**src/hdl/bcb_ram.sv**
```systemverilog
// ----------------------------------------------------------------------------
// bcb_ram
// Generic RAM, one write port and one read port, registered read data.
// ----------------------------------------------------------------------------
`default_nettype none

module bcb_ram #(
   parameter int WIDTH = 2,
   parameter int DEPTH = 16
) (
   input  wire logic                     clock,
   input  wire logic                     wr_en,
   input  wire logic [$clog2(DEPTH)-1:0] wr_addr,
   input  wire logic [WIDTH-1:0]         wr_data,
   input  wire logic [$clog2(DEPTH)-1:0] rd_addr,
   output logic      [WIDTH-1:0]         rd_data
);

   logic [WIDTH-1:0] mem [DEPTH];
   logic [WIDTH-1:0] rd_data_ff;

   always_ff @(posedge clock) begin
      if (wr_en) begin
         mem[wr_addr] <= wr_data;
      end
      rd_data_ff <= mem[rd_addr];
   end

   assign rd_data = rd_data_ff;

endmodule

`default_nettype wire

```
**config.mk**
```make
export PLATFORM = sky130hd
export DESIGN_NAME = bcb_ram
export DESIGN_NICKNAME = d
export VERILOG_FILES = /design/src/hdl/bcb_ram.sv
export SDC_FILE = /design/constraint.sdc
export NUM_CORES = 1
export LEC_CHECK = 0
export ABC_AREA = 1
export BUFFER_PORTS_ARGS = -buffer_cell sky130_fd_sc_hd__buf_2
export CORE_MARGIN = 1.5
export CORE_UTILIZATION = 52
export CTS_BUF_LIST = sky130_fd_sc_hd__clkbuf_16
export DETAILED_ROUTE_END_ITERATION = 7
export PLACE_DENSITY = 0.74
export SYNTH_ARGS = -nofsm -noshare
export SYNTH_HDL_FRONTEND = slang
export SYNTH_SLANG_ARGS = --single-unit
```
**constraint.sdc**
```tcl
create_clock -name clock -period 0.8 [get_ports clock]
set_input_delay 0.08 -clock clock [delete_from_list [all_inputs] [get_ports clock]]
set_output_delay 0.08 -clock clock [all_outputs]
set_load 0.05 [all_outputs]
```
* Word level (Yosys, flattened, before mapping)
Memories as Yosys holds them, arrays and structs flattened. A register that Yosys moved wholly into a read port is not among the register bits.
Cells that the tools add are included.
** Word-level totals
- Bits in registers :: 0
- RAM bits :: 32
- Input bits :: 12
- Output and inout port bits :: 2
- Logic and storage cells :: 3
- Memories kept :: 1
** Memories
- mem :: depth 16, width 2, rd ports 1, clocked after memory_dff 1, write ports 1, line 19 : logic [WIDTH-1:0] mem [DEPTH];
** Cells by class
- Muxes and demuxes :: 2
** Operators by type and width (number)
- $mux W1 :: 2

* Logic depth before layout (Yosys ltp)
- Depth in word-level cells :: 2
- Mapped depth :: 8

* Least setup slack after synthesis
Ideal clock, no wire load.
- Path kind :: register to register
- Start point :: memory mem[7][0]
- End point :: register rd_data_ff[0], in the netlist rd_data[0] (read register of mem)
- Setup time :: 0.113 ns
- Data arrival time :: 0.671 ns
- Data required time :: 0.687 ns
- Path slack :: 0.015 ns
- Cell stages (with the launch flop) :: 7
- Period minus slack after synthesis :: 0.785 ns
- Cell sequence :: edfxtp_1 -> inv_1 -> nand2_1 -> nand3_1 -> nand3_1 -> nand3_1 -> nand2_1
** RTL lines
- start: declaration :: line 19
- end: declaration :: line 20 : logic [WIDTH-1:0] rd_data_ff;

==> results <==
- By area, the combinational part of the netlist is dominated by simple AND/OR/NAND/NOR gates.
- Summed over all layers, the routed wires come to slightly below 3 mm.
- Among the stages of the critical path, the cell type that occurs most often is sky130_fd_sc_hd__nand2_1.
- The async set or reset register ratio after synthesis is 0%.
- In the synthesized netlist, mux cells make up 0% of the area.
- The final critical path takes up 113.3% of the cycle.
- The terminating pin of the worst hold path is rd_data[0]$_DFF_P_.
- Compared with the post-synthesis result, the final layout area differs by 21.00%.
- The later pin in the worst-skew pair is clocked with a latency of roughly 0.28 ns.
- The number of placed instances, taps included, is approximately 200.
- The clock network burns 43.2% of the power.
- The checks that failed: negative setup slack.
- The minimum setup slack after placement is -0.1561 ns.
- The number of enable flip-flop cells after synthesis is 32.
- The initial utilization of the core area, before any placement, comes to approximately 55%.
- The all-layer global routing usage is about 20%.
- The number of vias per cell after detailed routing is between 5 and 6.
- The final critical-path required period is ~0.91 ns.
- The worst setup path is captured at a register.
- The worst clock skew is about 0.0030 ns.
- The remaining global-route overflow is 0.
- Clock tree synthesis selected as its root buffer the cell sky130_fd_sc_hd__clkbuf_16.
- In this run, the number of DRC markers left after iteration 0 of detailed routing was 54.
- The largest single stage delay on the critical path is between 0.3 and 0.4 ns.
- The remaining routing DRC violations is 0.
- During I/O placement, the number of pins put on the boundary was 14.
- The utilization after layout is between 60% and 70%.
- The total count of max-transition violations in the final report is 0.
- The synthesized instance count is roughly 160.
- The power density normalized to cell area is roughly 2300 nW/um^2.
- The hold path startpoint is rd_addr[3].
- The number of optimization iterations in the first detailed-route pass is 4.
- The maximum clock insertion buffer count is 2.
- The maximum number of pins on one net before global-route repair is 17.
- The floorplan step defined a die boundary enclosing 3280 sq um.
- The biggest area contributor in the post-synthesis netlist is sky130_fd_sc_hd__edfxtp_1.
- The post-route cell area is ~1900 sq um.
- The total nets after synthesis is between 150 and 200.
- The count of buffers inserted at the top-level ports is 13.
- The worst setup path is of the register to register kind.
- The combinational share of power is ~8.7%.
- Summing the areas of all compound-gate instances in the mapped netlist gives 0% of the synthesized area.
- The sequential fraction of design power is between 40% and 50%.
- At the worst endpoint, the required time is 0.97 ns.
- The vertical die dimension is 57.27 microns.
- Dividing the detail-routed wire length by the instance count gives ~14 microns.
- The number of failing hold endpoints at the final stage came to 0.
- The cell-internal power is approximately 3.3 mW.
- Traced cell by cell, the critical path runs through nand2_1 -> nand2_1 -> nand2_1 -> nand3_2 -> nand3_2 -> nand2_1.
- The leakage power of the design is between 0.8 and 0.9 nW.
- The via count of the first global-routing pass is 1,074.
- The die boundary width is between 50 and 60 microns.
- The area of the mapped netlist is 1531 sq um.
- The global-route wire length before repair is ~4.8 mm.
- Among all flip-flop cells after synthesis, the most frequent one is sky130_fd_sc_hd__edfxtp_1.
- After synthesis, flip-flops and latches occupy about 65% of the total area.
- In the final layout, the share of cells above drive strength 1 is between 20% and 30%.
- Yosys instantiated no cell more often than sky130_fd_sc_hd__nand2_1.
- The net switching power of the design is a little over 0.9 mW.
- Buffers inserted during clock tree synthesis total 5.
- The min-delay analysis places its worst path in the category input pin to register.
- The startpoint identified for the worst register-to-register timing path is mem[10][0]$_DFFE_PP_.
- The clock transition time at the flip-flop clock pins of the worst setup and hold paths is about 0.05 ns.
- The worst register-to-register path ends at rd_data[0]$_DFF_P_.
- The number of nets in the layout is 189.
- The worst setup slack for register-to-register paths is -0.11 ns.
- The peak ir drop on the vdd network is 2068 uV.
- Headroom to the max-slew limit came out at between 80% and 90%.
- The core region is between 2000 and 3000 sq um.
- The count of buffering cells on the critical path with inverters included is 0.
- In this run switching power makes up ~22% of total power.
- Setup total negative slack on the finished layout was measured at -0.2361 ns.
- Broken down by cell family, the worst path's largest delay share belongs to simple AND/OR/NAND/NOR gates.
- The number of antenna violations at the first check in global routing is 0.
- The area after detailed placement is 1628 sq um.
- The startpoint class of the critical path is a register.
- Setup repair after global routing could not meet its margin everywhere.
- The HPWL after detailed placement is between 1.5 and 2 mm.
- In this run, synthesis produced a sequential element count of 34.
- The quantity of hold-fixing buffers added after cts is 0.
- The clock sink count is 34.
- The run finished, with violations left.
- Summing the areas of all xor and xnor instances in the mapped netlist gives 0% of the synthesized area.
- Setup violations remaining at the end of the flow were counted as 4.
- The area share of the largest cell type after synthesis is roughly 63%.
- At the pin with the least slew margin, the transition time is about 0.27 ns.
- The number of buffers inserted by post-CTS setup repair is 0.
- After synthesis, the mean cell area works out to 9.632 sq um.
- Yosys attributes the largest share of cell area to sky130_fd_sc_hd__edfxtp_1, sky130_fd_sc_hd__nand2_1, sky130_fd_sc_hd__nand3_1.
- The commonest cells after synthesis are sky130_fd_sc_hd__nand2_1, sky130_fd_sc_hd__edfxtp_1, sky130_fd_sc_hd__inv_1.
- The TritonCTS clock tree is yes.
- The cell with the largest stage delay on the worst path is sky130_fd_sc_hd__edfxtp_1.
- The count of antenna-violating nets left after detailed routing is 0.
- The synthesized netlist devotes 24.84% of its cell area to simple gates.
- The number of cells on the worst hold path is 3.
- Of all nets on the critical path, the largest fanout is 1.
- The maximum clock rate is around 1100 MHz.
- The final worst-path setup slack is -0.1065 ns.
- The H-tree was split into 2 levels.
- The routability congestion estimate is between 0.7 and 0.8.
- After floorplanning, the core was divided into 19 placement rows.
- The number of antenna cells inserted is 0.
- The final non-filler cell total is about 210.
- The adder-cell share of the synthesized area is 0%.
- The reported max-cap violation count is 0.
- During synthesis, Yosys emitted a total of 0 warnings.
- Counting cells, the worst reg-to-reg path comes to 6.
- Data on the critical path arrives at its endpoint at ~1.1 ns.
- Yosys mapped the design onto 12 distinct sky130hd cell types.
- For this block, the via count after detailed routing is 1,111.
==> what timing repair did <==
action,CTS,global route
endpoints found under the setup margin,4,4
resized for setup,10,9
cloned,0,0
pin swaps,3,11
==> cell families (layout without fill, tap and decap cells) <==
kind of cell           count (synthesis)  after routing
AND/OR/NAND/NOR                       91             91
flip-flops                            34             34
buffers and inverters                 34             53
==> metrics by stage <==
step                      hold WS, ns  power (mW)
final                         0.08108       4.177
after global routing          0.08997       4.316
after CTS                     0.05740       4.181
after detailed placement       0.3431       2.352
after global placement         0.3336       2.345
after floorplan                0.1789       2.239
==> flip-flops by register name (all words and copies together), names as in the netlist <==
signal	cells
rd_data	2
mem	32
==> layer usage <==
| metal | share of wire, % | wire [microns] | GRT usage, % |
|---|---|---|---|
| met4 | 1.9 | 55 | 8.970 |
| met2 | 50 | 1448 | 32.51 |
| met1 | 41 | 1187 | 24.23 |
| met5 | 0 | 0 | 0 |
| met3 | 6.7 | 192 | 8.390 |
==> cells in the final DEF (no fill, tap or decap), types with 2 or more instances in the layout <==
cell                        count
sky130_fd_sc_hd__nand3b_1       2
sky130_fd_sc_hd__nand3_1       12
sky130_fd_sc_hd__clkbuf_16      5
sky130_fd_sc_hd__edfxtp_1      32
sky130_fd_sc_hd__nor2_1        17
sky130_fd_sc_hd__inv_1         29
sky130_fd_sc_hd__nand3_2       13
sky130_fd_sc_hd__nand2_1       47
sky130_fd_sc_hd__buf_2         11
==> worst reg2reg max path: cells and delay by family, from the launching register on <==
kind	cells	cell delay, ns
simple gates	6	0.43
flops	1	0.37
==> power groups by stage <==
stage | logic [mW] | clock network, mW | registers, mW
floorplan | 0.160 | 0 | 2.08
global placement | 0.308 | 0 | 2.04
detailed placement | 0.314 | 0 | 2.04
CTS | 0.343 | 1.83 | 2.01
global route | 0.399 | 1.91 | 2.01
finish | 0.364 | 1.80 | 2.01
==> cell type report <==
cell class / instances / area, sq um
Clock buffer: 5 / 125.1
Clock inverter: 3 / 17.52
Fill cell: 212 / 928.4
Inverter: 30 / 115.1
Multi-Input combinational cell: 91 / 445.4
Sequential cell: 34 / 1002
Tap cell: 31 / 38.79
Timing Repair Buffer: 15 / 108.9
==> how the worst max path moves through the flow <==
| stage | startpoint | end | slack, ns | depth (start not counted) |
|---|---|---|---|---|
| final | mem[10][0]$_DFFE_PP_ | rd_data[0]$_DFF_P_ | -0.11 | 6 |
| after global routing | mem[13][0]$_DFFE_PP_ | rd_data[0]$_DFF_P_ | -0.14 | 6 |
| after CTS | mem[4][1]$_DFFE_PP_ | rd_data[1]$_DFF_P_ | -0.08 | 6 |
| after detailed placement | wr_addr[3] | mem[6][0]$_DFFE_PP_ | -0.16 | 3 |
| after global placement | wr_addr[3] | mem[6][0]$_DFFE_PP_ | -0.14 | 3 |
| after floorplan | mem[7][0]$_DFFE_PP_ | rd_data[0]$_DFF_P_ | 0.02 | 6 |
Power figures use the tool's default switching activity.
